**config.mk**
```make
export PLATFORM = sky130hd
export DESIGN_NAME = base64_stream_encoder_flat
export DESIGN_NICKNAME = d
export VERILOG_FILES = /design/src/hw/rtl/b64e_pkg.sv /design/src/hw/rtl/b64e_if.sv /design/src/hw/rtl/b64e_front.sv /design/src/hw/rtl/b64e_queue.sv /design/src/hw/rtl/b64e_back.sv /design/src/hw/rtl/base64_stream_encoder.sv /design/src/flat_wrapper.sv
export SDC_FILE = /design/constraint.sdc
export NUM_CORES = 1
export LEC_CHECK = 0
export BUFFER_PORTS_ARGS = -buffer_cell sky130_fd_sc_hd__buf_2
export CAP_MARGIN = 20
export CORE_MARGIN = 4
export CORE_UTILIZATION = 55
export DETAILED_ROUTE_END_ITERATION = 7
export PLACE_DENSITY = 0.87
export SYNTH_ARGS = -nofsm -noshare
export SYNTH_HDL_FRONTEND = slang
export SYNTH_HIERARCHICAL = 1
export SYNTH_SLANG_ARGS = --single-unit
```
**constraint.sdc**
```tcl
create_clock -name clk -period 2.66 [get_ports clk]
set_input_delay 0.399 -clock clk [delete_from_list [all_inputs] [get_ports clk]]
set_output_delay 0.399 -clock clk [all_outputs]
set_load 0.005 [all_outputs]
```
**src/hw/rtl/b64e_pkg.sv**
```systemverilog
// Shared types, constants and the character mapping of the base64 stream encoder.
package b64e_pkg;

	localparam logic [1:0] MODE_STD       = 2'd0;
	localparam logic [1:0] MODE_URL_PAD   = 2'd1;
	localparam logic [1:0] MODE_URL_NOPAD = 2'd2;

	localparam logic [6:0] PAD_CHAR = 7'h3d;

	// One queued run: the characters caused by one input byte.
	// Positions 0 and 1 carry alphabet indexes, positions 2 and 3 are always padding.
	typedef struct packed {
		logic [5:0] idx0;
		logic [5:0] idx1;
		logic [1:0] last;
		logic       fin;
	} b64e_entry_t;

	function automatic logic [6:0] enc_char(input logic [5:0] idx, input logic url);
		logic [6:0] ch;
		if (idx inside {[6'd0:6'd25]}) begin
			ch = 7'd65 + {1'b0, idx};
		end else if (idx inside {[6'd26:6'd51]}) begin
			ch = 7'd71 + {1'b0, idx};
		end else if (idx inside {[6'd52:6'd61]}) begin
			ch = {1'b0, idx} - 7'd4;
		end else if (idx == 6'd62) begin
			ch = url ? 7'h2d : 7'h2b;
		end else begin
			ch = url ? 7'h5f : 7'h2f;
		end
		return ch;
	endfunction

endpackage

```
**src/hw/rtl/b64e_if.sv**
```systemverilog
// Valid/ready channel interfaces for message bytes and encoded characters.
interface b64e_in_if;
	logic       valid;
	logic       ready;
	logic [7:0] byte_in;
	logic       final_byte;

	modport source(output valid, byte_in, final_byte, input ready);
	modport sink(input valid, byte_in, final_byte, output ready);
endinterface

interface b64e_out_if;
	logic       valid;
	logic       ready;
	logic [6:0] out_char;
	logic       end_of_message;
	logic       last_of_run;

	modport source(output valid, out_char, end_of_message, last_of_run, input ready);
	modport sink(input valid, out_char, end_of_message, last_of_run, output ready);
endinterface

```
**src/hw/rtl/b64e_front.sv**
```systemverilog
// Front end: accepts message bytes, tracks the group phase and builds one run per byte.
module b64e_front (
	input  logic                 clk,
	input  logic                 arst_n,
	b64e_in_if.sink              msg,
	input  logic [1:0]           mode,
	input  logic                 push_ready,
	output logic                 push,
	output b64e_pkg::b64e_entry_t push_data
);
	import b64e_pkg::*;

	localparam logic [1:0] PH0 = 2'd0;
	localparam logic [1:0] PH1 = 2'd1;
	localparam logic [1:0] PH2 = 2'd2;

	logic [1:0] phase_q;
	logic [5:0] carry_q;
	logic [1:0] phase_n;
	logic [5:0] carry_n;
	logic [5:0] sym0;
	logic [5:0] sym1;
	logic [1:0] last_run;
	logic [1:0] last_fin;
	logic       pads;
	logic       acc;

	assign msg.ready = push_ready;
	assign acc       = msg.valid && push_ready;
	assign push      = acc;
	assign pads      = (mode == MODE_STD) || (mode == MODE_URL_PAD);

	always_comb begin
		case (phase_q)
			PH1: begin
				sym0     = carry_q | {2'b00, msg.byte_in[7:4]};
				carry_n  = {msg.byte_in[3:0], 2'b00};
				sym1     = carry_n;
				phase_n  = PH2;
				last_run = 2'd0;
				last_fin = pads ? 2'd2 : 2'd1;
			end
			PH2: begin
				sym0     = carry_q | {4'b0000, msg.byte_in[7:6]};
				carry_n  = 6'd0;
				sym1     = msg.byte_in[5:0];
				phase_n  = PH0;
				last_run = 2'd1;
				last_fin = 2'd1;
			end
			default: begin
				sym0     = msg.byte_in[7:2];
				carry_n  = {msg.byte_in[1:0], 4'b0000};
				sym1     = carry_n;
				phase_n  = PH1;
				last_run = 2'd0;
				last_fin = pads ? 2'd3 : 2'd1;
			end
		endcase
	end

	always_comb begin
		push_data.idx0 = sym0;
		push_data.idx1 = sym1;
		push_data.last = msg.final_byte ? last_fin : last_run;
		push_data.fin  = msg.final_byte;
	end

	always_ff @(posedge clk or negedge arst_n) begin
		if (!arst_n) begin
			phase_q <= PH0;
			carry_q <= 6'd0;
		end else if (acc) begin
			// A final byte closes the message and starts a fresh group.
			phase_q <= msg.final_byte ? PH0 : phase_n;
			carry_q <= msg.final_byte ? 6'd0 : carry_n;
		end
	end

`ifndef NO_ASSERTIONS
	a_final_restarts_group: assert property (@(posedge clk) disable iff (!arst_n)
		(acc && msg.final_byte) |=> (phase_q == PH0 && carry_q == 6'd0))
		else $error("group state not cleared after final beat");
	a_phase_reachable: assert property (@(posedge clk) disable iff (!arst_n)
		(phase_q == PH0) || (phase_q == PH1) || (phase_q == PH2))
		else $error("group phase left its cycle");
`endif

endmodule

```
**src/hw/rtl/b64e_queue.sv**
```systemverilog
// Small run queue between the front end and the character emitter.
module b64e_queue #(
	parameter int DEPTH = 2
) (
	input  logic                  clk,
	input  logic                  arst_n,
	input  logic                  push,
	input  b64e_pkg::b64e_entry_t wr_data,
	output logic                  push_ready,
	input  logic                  pop,
	output logic                  rd_valid,
	output b64e_pkg::b64e_entry_t rd_data
);
	import b64e_pkg::*;

	localparam int AW = (DEPTH > 1) ? $clog2(DEPTH) : 1;
	localparam int CW = $clog2(DEPTH + 1);

	b64e_entry_t     slots_q [DEPTH];
	logic [AW-1:0]   wr_ptr_q;
	logic [AW-1:0]   rd_ptr_q;
	logic [CW-1:0]   count_q;

	assign push_ready = (count_q != CW'(DEPTH));
	assign rd_valid   = (count_q != '0);
	assign rd_data    = slots_q[rd_ptr_q];

	always_ff @(posedge clk) begin
		if (push) begin
			slots_q[wr_ptr_q] <= wr_data;
		end
	end

	always_ff @(posedge clk or negedge arst_n) begin
		if (!arst_n) begin
			wr_ptr_q <= '0;
			rd_ptr_q <= '0;
			count_q  <= '0;
		end else begin
			if (push) begin
				wr_ptr_q <= (wr_ptr_q == AW'(DEPTH - 1)) ? '0 : wr_ptr_q + 1'b1;
			end
			if (pop) begin
				rd_ptr_q <= (rd_ptr_q == AW'(DEPTH - 1)) ? '0 : rd_ptr_q + 1'b1;
			end
			if (push && !pop) begin
				count_q <= count_q + 1'b1;
			end else if (pop && !push) begin
				count_q <= count_q - 1'b1;
			end
		end
	end

`ifndef NO_ASSERTIONS
	a_no_overflow: assert property (@(posedge clk) disable iff (!arst_n)
		!(push && !push_ready))
		else $error("run queue written while full");
	a_no_underflow: assert property (@(posedge clk) disable iff (!arst_n)
		!(pop && !rd_valid))
		else $error("run queue read while empty");
`endif

endmodule

```
**src/hw/rtl/b64e_back.sv**
```systemverilog
// Back end: walks each queued run and issues one character per beat into the output register.
module b64e_back (
	input  logic                  clk,
	input  logic                  arst_n,
	input  logic [1:0]            mode,
	input  logic                  head_valid,
	input  b64e_pkg::b64e_entry_t head,
	output logic                  pop,
	b64e_out_if.source            chars
);
	import b64e_pkg::*;

	logic       out_valid_q;
	logic [6:0] out_char_q;
	logic       eom_q;
	logic       lor_q;
	logic [1:0] pos_q;
	logic       load;
	logic       last_sym;
	logic [6:0] char_n;

	assign load     = head_valid && (!out_valid_q || chars.ready);
	assign last_sym = (pos_q == head.last);
	assign pop      = load && last_sym;

	always_comb begin
		case (pos_q)
			2'd0:    char_n = enc_char(head.idx0, mode != MODE_STD);
			2'd1:    char_n = enc_char(head.idx1, mode != MODE_STD);
			default: char_n = PAD_CHAR;
		endcase
	end

	always_ff @(posedge clk or negedge arst_n) begin
		if (!arst_n) begin
			out_valid_q <= 1'b0;
			pos_q       <= 2'd0;
		end else begin
			if (load) begin
				out_valid_q <= 1'b1;
				pos_q       <= last_sym ? 2'd0 : pos_q + 2'd1;
			end else if (chars.ready) begin
				out_valid_q <= 1'b0;
			end
		end
	end

	always_ff @(posedge clk) begin
		if (load) begin
			out_char_q <= char_n;
			eom_q      <= last_sym && head.fin;
			lor_q      <= last_sym;
		end
	end

	assign chars.valid          = out_valid_q;
	assign chars.out_char       = out_char_q;
	assign chars.end_of_message = eom_q;
	assign chars.last_of_run    = lor_q;

`ifndef NO_ASSERTIONS
	a_pos_within_run: assert property (@(posedge clk) disable iff (!arst_n)
		head_valid |-> (pos_q <= head.last))
		else $error("character position ran past the end of its run");
	a_pos_rewinds_on_pop: assert property (@(posedge clk) disable iff (!arst_n)
		pop |=> (pos_q == 2'd0))
		else $error("character position not rewound after run");
`endif

endmodule

```
**src/hw/rtl/base64_stream_encoder.sv**
```systemverilog
// Streaming base64 encoder: one message byte per input beat, one character per output beat.
// The front end accepts a byte in the cycle it arrives whenever the run queue has room and
// turns it into a run of one to four characters; the emitter then sends one character per
// cycle, while the output is ready, through a registered output. A full 3-byte group
// yields four characters, and a final byte with padding yields up to four. The output port is
// the limit, and the queue of QUEUE_DEPTH runs lets input and output stall independently.
// alphabet_mode selects: 0 standard alphabet with '=' padding, 1 url-safe with padding,
// 2 (or 3) url-safe without padding; write it only while the encoder is idle.
module base64_stream_encoder #(
	parameter int QUEUE_DEPTH = 2
) (
	input  logic       clk,
	input  logic       arst_n,
	input  logic       cfg_we,
	input  logic [1:0] cfg_wdata,
	b64e_in_if.sink    msg,
	b64e_out_if.source chars
);
	import b64e_pkg::*;

	logic [1:0]  alphabet_mode_q;
	logic        push;
	logic        push_ready;
	logic        pop;
	logic        head_valid;
	b64e_entry_t push_data;
	b64e_entry_t head;

	always_ff @(posedge clk or negedge arst_n) begin
		if (!arst_n) begin
			alphabet_mode_q <= MODE_STD;
		end else if (cfg_we) begin
			alphabet_mode_q <= cfg_wdata;
		end
	end

	b64e_front u_front (
		.clk       (clk),
		.arst_n    (arst_n),
		.msg       (msg),
		.mode      (alphabet_mode_q),
		.push_ready(push_ready),
		.push      (push),
		.push_data (push_data)
	);

	b64e_queue #(
		.DEPTH(QUEUE_DEPTH)
	) u_queue (
		.clk       (clk),
		.arst_n    (arst_n),
		.push      (push),
		.wr_data   (push_data),
		.push_ready(push_ready),
		.pop       (pop),
		.rd_valid  (head_valid),
		.rd_data   (head)
	);

	b64e_back u_back (
		.clk       (clk),
		.arst_n    (arst_n),
		.mode      (alphabet_mode_q),
		.head_valid(head_valid),
		.head      (head),
		.pop       (pop),
		.chars     (chars)
	);

endmodule

```
**src/flat_wrapper.sv**
```systemverilog
// flat-port wrapper written by rule: the top's interface ports become plain ports
module base64_stream_encoder_flat import b64e_pkg::*;
#(
	parameter int QUEUE_DEPTH = 2
)
  (clk, arst_n, cfg_we, cfg_wdata, msg_valid, msg_byte_in, msg_final_byte, msg_ready, chars_valid, chars_out_char, chars_end_of_message, chars_last_of_run, chars_ready);
  b64e_in_if msg_i ();
  b64e_out_if chars_i ();
  input  logic clk;
  input  logic arst_n;
  input  logic cfg_we;
  input  logic [1:0] cfg_wdata;
  input wire logic [$bits(msg_i.valid)-1:0] msg_valid;
  input wire logic [$bits(msg_i.byte_in)-1:0] msg_byte_in;
  input wire logic [$bits(msg_i.final_byte)-1:0] msg_final_byte;
  output wire logic [$bits(msg_i.ready)-1:0] msg_ready;
  output wire logic [$bits(chars_i.valid)-1:0] chars_valid;
  output wire logic [$bits(chars_i.out_char)-1:0] chars_out_char;
  output wire logic [$bits(chars_i.end_of_message)-1:0] chars_end_of_message;
  output wire logic [$bits(chars_i.last_of_run)-1:0] chars_last_of_run;
  input wire logic [$bits(chars_i.ready)-1:0] chars_ready;
  assign msg_i.valid = msg_valid;
  assign msg_i.byte_in = msg_byte_in;
  assign msg_i.final_byte = msg_final_byte;
  assign msg_ready = msg_i.ready;
  assign chars_valid = chars_i.valid;
  assign chars_out_char = chars_i.out_char;
  assign chars_end_of_message = chars_i.end_of_message;
  assign chars_last_of_run = chars_i.last_of_run;
  assign chars_i.ready = chars_ready;
  base64_stream_encoder #(.QUEUE_DEPTH(QUEUE_DEPTH)) u_core (.clk(clk), .arst_n(arst_n), .cfg_we(cfg_we), .cfg_wdata(cfg_wdata), .msg(msg_i), .chars(chars_i));
endmodule
```
==> flow_summary.ini, run 1 <==
[final_layout]
fin_cells = 459
antenna_cells = 0
final_cell_mix = 39 x edfxtp_1, 33 x buf_4, 31 x nand2_1
nets = 424
area_delta_synth_final_pct = 19.9
final_common_cell = edfxtp_1
drive_gt1_share_pct = 34.4
fin_util_pct = 69.7
final_area_um2 = 4250

[clock_tree]
cts_tree = built
clk_latency_ns = 0.31
cts_buffer_depth = 2
clk_pin_slew_worst_paths_ns = 0.11
clock-root-buffer = clkbuf_8
numCtsBuffers = 5
htree_levels = 2
clock_sink_count = 54

[synth]
synth_cells = 324
yosysUniqueCellTypes = 62
yosysWarnings = 6
synthTopCellsByArea = edfxtp_1 33%, dfrtp_1 11%, ha_1 8.8%, mux2_4 3.8%, nand2_1 3.4%
syn_avg_cell_area_um2 = 10.9
synth_area_leader_cell = edfxtp_1
yosysSeqAreaShare_pct = 43.6
async_flop_share_pct = 27.8
syn_area_um2 = 3550
synth_edf_count = 39
synthFlopType = edfxtp_1
ys_seq_elements = 54
yosysTopAreaCellShare_pct = 33.0
synth_nets = 365

[run_status]
status = complete, but fails checks
violations = negative setup slack

[grt]
antenna_found_initial = 0
grtUsageTotal_pct = 21.8
grt_max_degree = 19
grt_pass1_wl_um = 13300
first_global_vias = 2824
overflow = 0

[route]
viasPerCell = 6.02
drt-initial-drc-count = 213
firstDrtPassIters = 5
avgRoutedWirePerCell_um = 17.5
drc = 0
ant_nets = 0
vias = 2764
postRouteWirelength_um = 8030

[placed_design]
hpwl_um = 5860
dp_cells = 446
post_dp_cell_area_um2 = 3980
portBuffers = 26
finalWeightedCongestion = 0.890

[sta]
worst_pin_slew_ns = 0.669
setup_viol = 5
setup_ws_ns = -0.118
fmax_mhz = 360
fin_worst_skew_ns = 0.00929
relSlewSlack_pct = 55.4
fin_crit_ns = 2.78
hold_viol = 0
slew_violations = 0
rsz0062_at_grt = true
period_share_pct = 104

[critical_path]
slowest_delay_ns = 0.56
cp.required_ns = 2.73
crit_chain = buf_6 -> mux2_4 -> or4b_4 -> a211oi_4 -> buf_4 -> a2111oi_1 -> a211o_1 -> a22o_1
worst_setup_path_start_kind = flop
cp_slowest_cell = or4b_4
path_class = reg -> reg
end_kind = flop
worst-path-max-fanout = 5
cp_data_arrival_time_ns = 2.85

[die]
ios = 27
start_util_pct = 58.2
die_area_um2 = 7800
core-area_um2 = 6100
dieWidth_um = 88.3
rows = 28
die_h_um = 88.3

[pwr]
powerDensity_nw_per_um2 = 1400
ir_worst_vdd_mv = 0.745
p_leak_nw = 1.74

[run]
maxCapViolCount = 0

[hold_path]
hold_class = in -> reg
metrics by stage:
stage,hold slack [ns],power [W],setup WS [ns],TNS (ns)
floorplan,0.103,0.00402,-0.0637,-0.130
global placement,0.324,0.00486,-0.0533,-0.166
detailed placement,0.331,0.00501,-0.134,-0.408
CTS,0.312,0.00573,-0.0866,-0.286
global route,0.306,0.00637,-0.236,-1.04
finish,0.313,0.00596,-0.118,-0.430
cell families after synthesis:
group,synth area share (%)
compound gates,15.8
xor+xnor,4.45
fa+ha+maj,8.82
buf+inv,4.59
flops,43.6
mux,6.67
simple gates,16.1
final cells by class:
type	instances	area, um2
clock buffer	5	68.8
clock inverter	3	47.5
multi-input combinational	240	1970
fill	429	1850
inverter	15	58.8
sequential	54	1550
tap	75	93.8
timing repair buffer	67	467
metal layers:
layer / up-vias / GRT usage (%) / part of all wire (%)
met4: 0 / 6.32 / 2.1
met1: 1350 / 27.4 / 42
met3: 19 / 3.72 / 4.3
met2: 87 / 38.5 / 51
li1: 1308 / - / -
met5: - / 0 / 0
state kept, by name, indices dropped and copies added (netlist names), 2 cells and up:
name,flops
u_core/u_queue/count_q,2
u_core/u_back/pos_q,2
u_core/u_front/carry_q,4
u_core/u_front/phase_q,2
u_core/u_back/chars.out_char,7
u_core/u_queue/slots_q,30
u_core/alphabet_mode_q,2
path summary, 6_finish.rpt:
path / start / end / slack, ns / cells past startpoint
max: u_core/u_queue/rd_ptr_q / u_core/u_back/chars.out_char[1] / -0.12 / 8
min: cfg_wdata[1] / u_core/alphabet_mode_q[1] / 0.31 / 2
max reg2reg: u_core/u_queue/rd_ptr_q / u_core/u_back/chars.out_char[1] / -0.12 / 8
min reg2reg: u_core/u_front/carry_q[5] / u_core/u_front/carry_q[5] / 0.49 / 2
min in group asynchronous: arst_n / u_core/u_front/phase_q[0] / 0.51 / 2
max in group asynchronous: arst_n / u_core/u_queue/rd_ptr_q / 1.86 / 2
worst max-delay path, delay by kind of cell, from the launching register on:
family                 cells  cell delay [ns]
buffers and inverters      2             0.33
and+or+nand+nor            1             0.56
muxes                      1             0.33
DFF                        1             0.46
AOI/OAI and AO/OA          4             0.87
Yosys cell counts, drive strengths merged (4+ instances only):
cell and number:
o211ai 5, nor3b 6, xnor2 8, edfxtp 39
xor2 10, and2 6, nand2b 5, buf 10
a22oi 4, dfrtp 15, nand2 32, or2 5
mux2 18, o21ai 17, o31ai 4, a21oi 8
nor2 15, inv 15, nand3 5, a21o 4
ha 25, clkbuf 5, nor2b 5, o22ai 4
nor3 9
power by group:
group          switching (W)  total [W]  leakage (nW)  internal, W
sequential          0.000127    0.00148         0.555      0.00135
combinational        0.00210    0.00390          1.12      0.00180
clock               0.000291   0.000579        0.0606     0.000288
timing repair:
item | 4_1_cts | 5_1_grt
hold buffers | 1 | 0
setup endpoints to repair | 6 | 7
setup buffers | 4 | 0
gates resized for setup | 10 | 22
pin swaps | 9 | 6
endpoints found under the hold margin | 15 | 0
Power figures use the tool's default switching activity.
==> run 2: changes to the inputs <==
- RECOVER_POWER: unset -> 100
- SETUP_SLACK_MARGIN: unset -> 0.02
==> run 2 against run 1 <==
Net effect: the run still ends with negative setup slack left; hold slack better by 0.020 ns; power is 1.4% higher; sequential cell count stayed put; routed wire length is 1.3% higher; fmax is 4.4% lower; clock power is 5.5% lower; largest cell class unchanged.
==> flow_summary.ini, run 2 (same netlist as run 1, synthesis figures left out) <==
[final_layout]
area_delta_synth_final_pct = 21.3
final_common_cell = buf_4
register_area_um2 = 1550
final_cell_mix = 41 x buf_4, 39 x edfxtp_1, 32 x nand2_1
multiInputGateArea_um2 = 1970
largest_reg_flops = 30
fillers = 436
regMostFlops = u_core/u_queue/slots_q
drive_gt1_share_pct = 32.8
fin_cells = 468
nets = 433
antenna_cells = 0

[sta]
relSlewSlack_pct = 42.1
fmax_mhz = 344
period_share_pct = 109
fin_crit_ns = 2.91
hold_viol = 0
setup_viol = 5
fin_worst_skew_ns = 0.00859
slew_violations = 0
rsz0062_at_grt = true
worst_pin_slew_ns = 0.868
fin_setup_tns_ns = -0.624
setup_ws_ns = -0.247

[clock_tree]
numCtsBuffers = 5
cts_buffer_depth = 2
clock-root-buffer = clkbuf_8
clk_pin_slew_worst_paths_ns = 0.10
htree_levels = 2
clk_latency_ns = 0.30
clock_sink_count = 54
cts_tree = built

[die]
dieWidth_um = 88.3
die_area_um2 = 7800
rows = 28
die_h_um = 88.3
core-area_um2 = 6100
start_util_pct = 58.2
ios = 27

[route]
drt-initial-drc-count = 150
postRouteWirelength_um = 8130
drc = 0
vias = 2778
avgRoutedWirePerCell_um = 17.4
ant_nets = 0
viasPerCell = 5.94
firstDrtPassIters = 5

[run_status]
status = complete, but fails checks
violations = negative setup slack

[placed_design]
hpwl_um = 5940
portBuffers = 26
finalWeightedCongestion = 0.920
dp_cells = 452

[critical_path]
crit_path_start = u_core/u_queue/rd_ptr_q
path_class = reg -> reg
ff2ff_path_depth = 8
cp_slowest_cell = a2111oi_0
r2r_slack_ns = -0.25
end_kind = flop
worst-path-max-fanout = 5
crit_chain = buf_6 -> mux2_4 -> or4b_4 -> a221oi_4 -> nor3_1 -> a2111oi_0 -> a211o_1 -> a22o_1
slowest_delay_ns = 0.56
worst_r2r_endpoint = u_core/u_back/chars.out_char[1]
cp_data_arrival_time_ns = 3.08
worst_setup_path_start_kind = flop
rr_startpoint = u_core/u_queue/rd_ptr_q
cp.required_ns = 2.83
critPathCapture = u_core/u_back/chars.out_char[1]

[run]
maxCapViolCount = 0

[grt]
grtUsageTotal_pct = 21.5
grt_pass1_wl_um = 13000
antenna_found_initial = 0
overflow = 0
grt_max_degree = 18
first_global_vias = 2757

[pwr]
powerDensity_nw_per_um2 = 1400
ir_worst_vdd_mv = 0.728
p_leak_nw = 1.76

[hold_path]
hold_class = in -> reg
==> run 2: how the worst min path moves through the flow <==
stage / from / endpoint / slack, ns / cells after the start
after floorplan: arst_n / u_core/alphabet_mode_q[0] / 0.10 / 0
after global placement: arst_n / u_core/u_front/phase_q[0] / 0.32 / 1
final: cfg_wdata[1] / u_core/alphabet_mode_q[1] / 0.33 / 2
after CTS: cfg_wdata[1] / u_core/alphabet_mode_q[1] / 0.32 / 2
after detailed placement: arst_n / u_core/u_queue/wr_ptr_q / 0.33 / 1
after global routing: cfg_wdata[1] / u_core/alphabet_mode_q[1] / 0.32 / 2
==> run 2: metrics by stage <==
step           hold slack (ns)  setup slack [ns]  util (%)  power (W)  cell area (um2)
2_1_floorplan            0.103           -0.0637         -    0.00404             3620
3_3_place_gp             0.323           -0.0613      66.2    0.00497             4040
3_5_place_dp             0.329            -0.138      66.2    0.00511             4040
4_1_cts                  0.325            -0.106      69.5    0.00582             4240
5_1_grt                  0.325            -0.302      70.6    0.00643             4300
6_report                 0.334            -0.247      70.6    0.00604             4300
==> run 2: final cells by class <==
class,instances,share of cell area [%]
multi-input combinational,240,45.8
sequential,54,36.0
timing repair buffer,76,12.1
tap,75,2.18
clock buffer,5,1.60
inverter,15,1.31
clock inverter,3,0.989
==> run 2: timing repair <==
item | 4_1_cts | 5_1_grt
setup buffers | 6 | 1
hold buffers | 1 | 0
hold endpoints to repair | 8 | 0
gates resized for setup | 12 | 20
endpoints found under the setup margin | 7 | 7
pin swaps | 6 | 3
==> run 2: critical path: cells and delay by family, from the launching register on <==
family / cells / cell delay, ns
buffers and inverters: 1 / 0.14
AO/OA/AOI/OAI: 4 / 1.21
flip-flops: 1 / 0.46
AND/OR/NAND/NOR: 2 / 0.63
multiplexers: 1 / 0.33
==> run 2: routing by layer <==
layer | track usage (%) | part of all wire (%) | vias to the layer above
li1 | - | - | 1330
met3 | 3.82 | 5.9 | 27
met1 | 26.4 | 42 | 1311
met4 | 5.63 | 2.6 | 0
met5 | 0 | 0 | -
met2 | 39.0 | 50 | 110
==> run 2: report_power, final <==
group          leakage [nW]  internal (W)  total, W  switching (W)
Sequential            0.555       0.00135   0.00148       0.000132
Clock                0.0562      0.000281  0.000547       0.000266
Combinational          1.15       0.00189   0.00401        0.00212
==> run 3: changes to the inputs <==
- ABC_AREA: unset -> 1
- SYNTH_HIERARCHICAL: 1 -> unset
==> run 3 against run 2 <==
Net effect: the run now ends clean; non-clock buffer count decreased by 46; clock power increased by 3.8%; hold slack got worse by 0.051 ns; design area decreased by 5.3%; combinational power decreased by 9.5%; synthesized area increased by 5.6%; power decreased by 6.3%; sequential share of layout area increased by 2.0 points; global-route usage decreased by 2.0 points; cell count increased by 20%; routed wire length decreased by 4.5%; highest routed layer unchanged.
==> flow_summary.ini, run 3 <==
[run_status]
status = finished clean

[route]
drt-initial-drc-count = 203
viasPerCell = 5.49
ant_nets = 0
firstDrtPassIters = 5
avgRoutedWirePerCell_um = 13.8
vias = 3087
postRouteWirelength_um = 7770
drc = 0

[critical_path]
worst_setup_path_start_kind = flop
cp_slowest_cell = dfrtp_1
slowest_delay_ns = 0.38
end_kind = flop
cp_data_arrival_time_ns = 2.49
cp.required_ns = 2.73
critical_path_buf_inv_count = 2
crit_chain = clkbuf_4 -> nand2_1 -> nand2_2 -> inv_1 -> ha_1 -> nor2_1 -> nand2_1 -> nand2_1 -> nand2_1 -> nand2_4 -> nand3_1 -> nand2_1 -> nand2_1 -> nand2_1 -> nand3_1
critPathTopFamily = simple AND/OR/NAND/NOR gates
cp_common_cell = nand2_1
path_class = reg -> reg
worst-path-max-fanout = 21
crit_path_start = u_core.u_queue.rd_ptr_q
rr_startpoint = u_core.u_queue.rd_ptr_q

[sta]
fin_worst_skew_ns = 0.0138
setup_viol = 0
period_share_pct = 91.0
relSlewSlack_pct = 44.6
worst_pin_slew_ns = 0.831
fin_setup_tns_ns = 0
slew_violations = 0
rsz0062_at_grt = false
hold_viol = 0
fin_crit_ns = 2.42
fmax_mhz = 413

[final_layout]
final_common_cell = nand2_1
fin_util_pct = 62.7
final_area_um2 = 4070
drive_gt1_share_pct = 17.1
final_cell_mix = 111 x nand2_1, 62 x inv_1, 46 x nand3_1
area_delta_synth_final_pct = 8.72
nets = 526
regMostFlops = u_core.u_queue.slots_q
antenna_cells = 0
largest_reg_flops = 30

[synth]
syn_avg_cell_area_um2 = 8.31
yosysMostFrequentCell = nand2_1
synth_nets = 493
yosysSeqAreaShare_pct = 41.3
synthFlopType = edfxtp_1
ys_seq_elements = 54
yosysTopAreaCellShare_pct = 31.3
synth_cells = 451
yosysWarnings = 0
async_flop_share_pct = 27.8
yosysUniqueCellTypes = 37
syn_area_um2 = 3750
synth_edf_count = 39
yosys-top-cells-count = 112 x nand2_1, 62 x inv_1, 46 x nand3_1
synth_area_leader_cell = edfxtp_1
synthTopCellsByArea = edfxtp_1 31%, nand2_1 11%, dfrtp_1 10%, ha_1 8.7%, inv_1 6.2%

[clock_tree]
clock_sink_count = 54
cts_buffer_depth = 2
clock-root-buffer = clkbuf_8
numCtsBuffers = 5
htree_levels = 2
cts_tree = built
clk_pin_slew_worst_paths_ns = 0.11
post_cts_buffers = 0
clk_latency_ns = 0.31

[pwr]
ir_worst_vdd_mv = 0.769
p_leak_nw = 1.92
fin_total_pwr_w = 0.00566
powerDensity_nw_per_um2 = 1390

[grt]
grt_max_degree = 22
overflow = 0
antenna_found_initial = 0
grt_pass1_wl_um = 13300
first_global_vias = 2981
grtUsageTotal_pct = 19.5

[hold_path]
hold_class = in -> reg
worstHoldStart = chars_ready

[run]
maxCapViolCount = 0

[die]
die_area_um2 = 8200
core-area_um2 = 6490
start_util_pct = 57.7
ios = 27
rows = 29
dieWidth_um = 90.5
die_h_um = 90.5

[placed_design]
finalWeightedCongestion = 1.00
portBuffers = 26
post_dp_cell_area_um2 = 3960
hpwl_um = 6210
run 3: per-stage QoR:
stage | hold slack [ns] | setup slack, ns | std cells
floorplan | 0.103 | 0.439 | 451
global placement | 0.323 | 0.294 | 553
detailed placement | 0.324 | 0.250 | 553
CTS | 0.281 | 0.241 | 562
global route | 0.293 | 0.0233 | 562
finish | 0.283 | 0.240 | 562
run 3: final cells by class:
type / count / area, um2
clock buffer: 5 / 68.8
clock inverter: 3 / 47.5
fill: 552 / 2420
inverter: 71 / 267
multi-input combinational: 322 / 1900
sequential: 54 / 1550
tap: 77 / 96.3
timing repair buffer: 30 / 149
run 3: worst paths after layout:
kind | end | cells after the start | slack (ns)
min in group asynchronous | u_core.u_queue.rd_ptr_q | 2 | 0.68
max | u_core.u_back.chars.out_char[4] | 15 | 0.24
min reg2reg | u_core.u_queue.count_q[1] | 1 | 0.50
max reg2reg | u_core.u_back.chars.out_char[4] | 15 | 0.24
max in group asynchronous | u_core.u_front.phase_q[1] | 2 | 1.47
min | u_core.u_back.chars.valid | 2 | 0.28
run 3: cell families (layout without fill, tap and decap cells):
logic type / after synthesis / after routing / synth area share, %
simple gates: 229 / 229 / 29.9
fa+ha+maj: 26 / 26 / 8.68
xor+xnor: 12 / 12 / 2.81
compound gates: 54 / 54 / 8.95
flops: 54 / 54 / 41.3
mux: 1 / 1 / 0.301
buf+inv: 75 / 109 / 8.12
run 3: repair_timing:
action | in CTS | in global routing
hold buffers | 1 | 0
endpoints found under the hold margin | 15 | 0
gates resized for setup | 0 | 1
setup endpoints to repair | 0 | 1
run 3: worst register-to-register path, delay by kind of cell (launching register included):
kind                     cells  cell delay, ns
AND/OR/NAND/NOR             12            1.13
buffers and inverters        2            0.44
flip-flops                   1            0.38
adder cells (fa/ha/maj)      1            0.23
run 3: where the power goes:
| part | internal [W] | leakage, nW | switching (W) |
|---|---|---|---|
| logic | 0.00121 | 1.30 | 0.00243 |
| clock network | 0.000287 | 0.0591 | 0.000281 |
| registers | 0.00136 | 0.558 | 0.000104 |
| total | 0.00285 | 1.92 | 0.00281 |
run 3: layer usage:
layer  wire, um  vias up  share of wire (%)  global-route usage, %
met1       3350     1407                 43                   25.1
met2       3840      113                 49                   33.5
met5          0        -                  0                      0
met4        161        0                2.1                   6.76
li1           -     1549                  -                      -
met3        412       18                5.3                   2.58
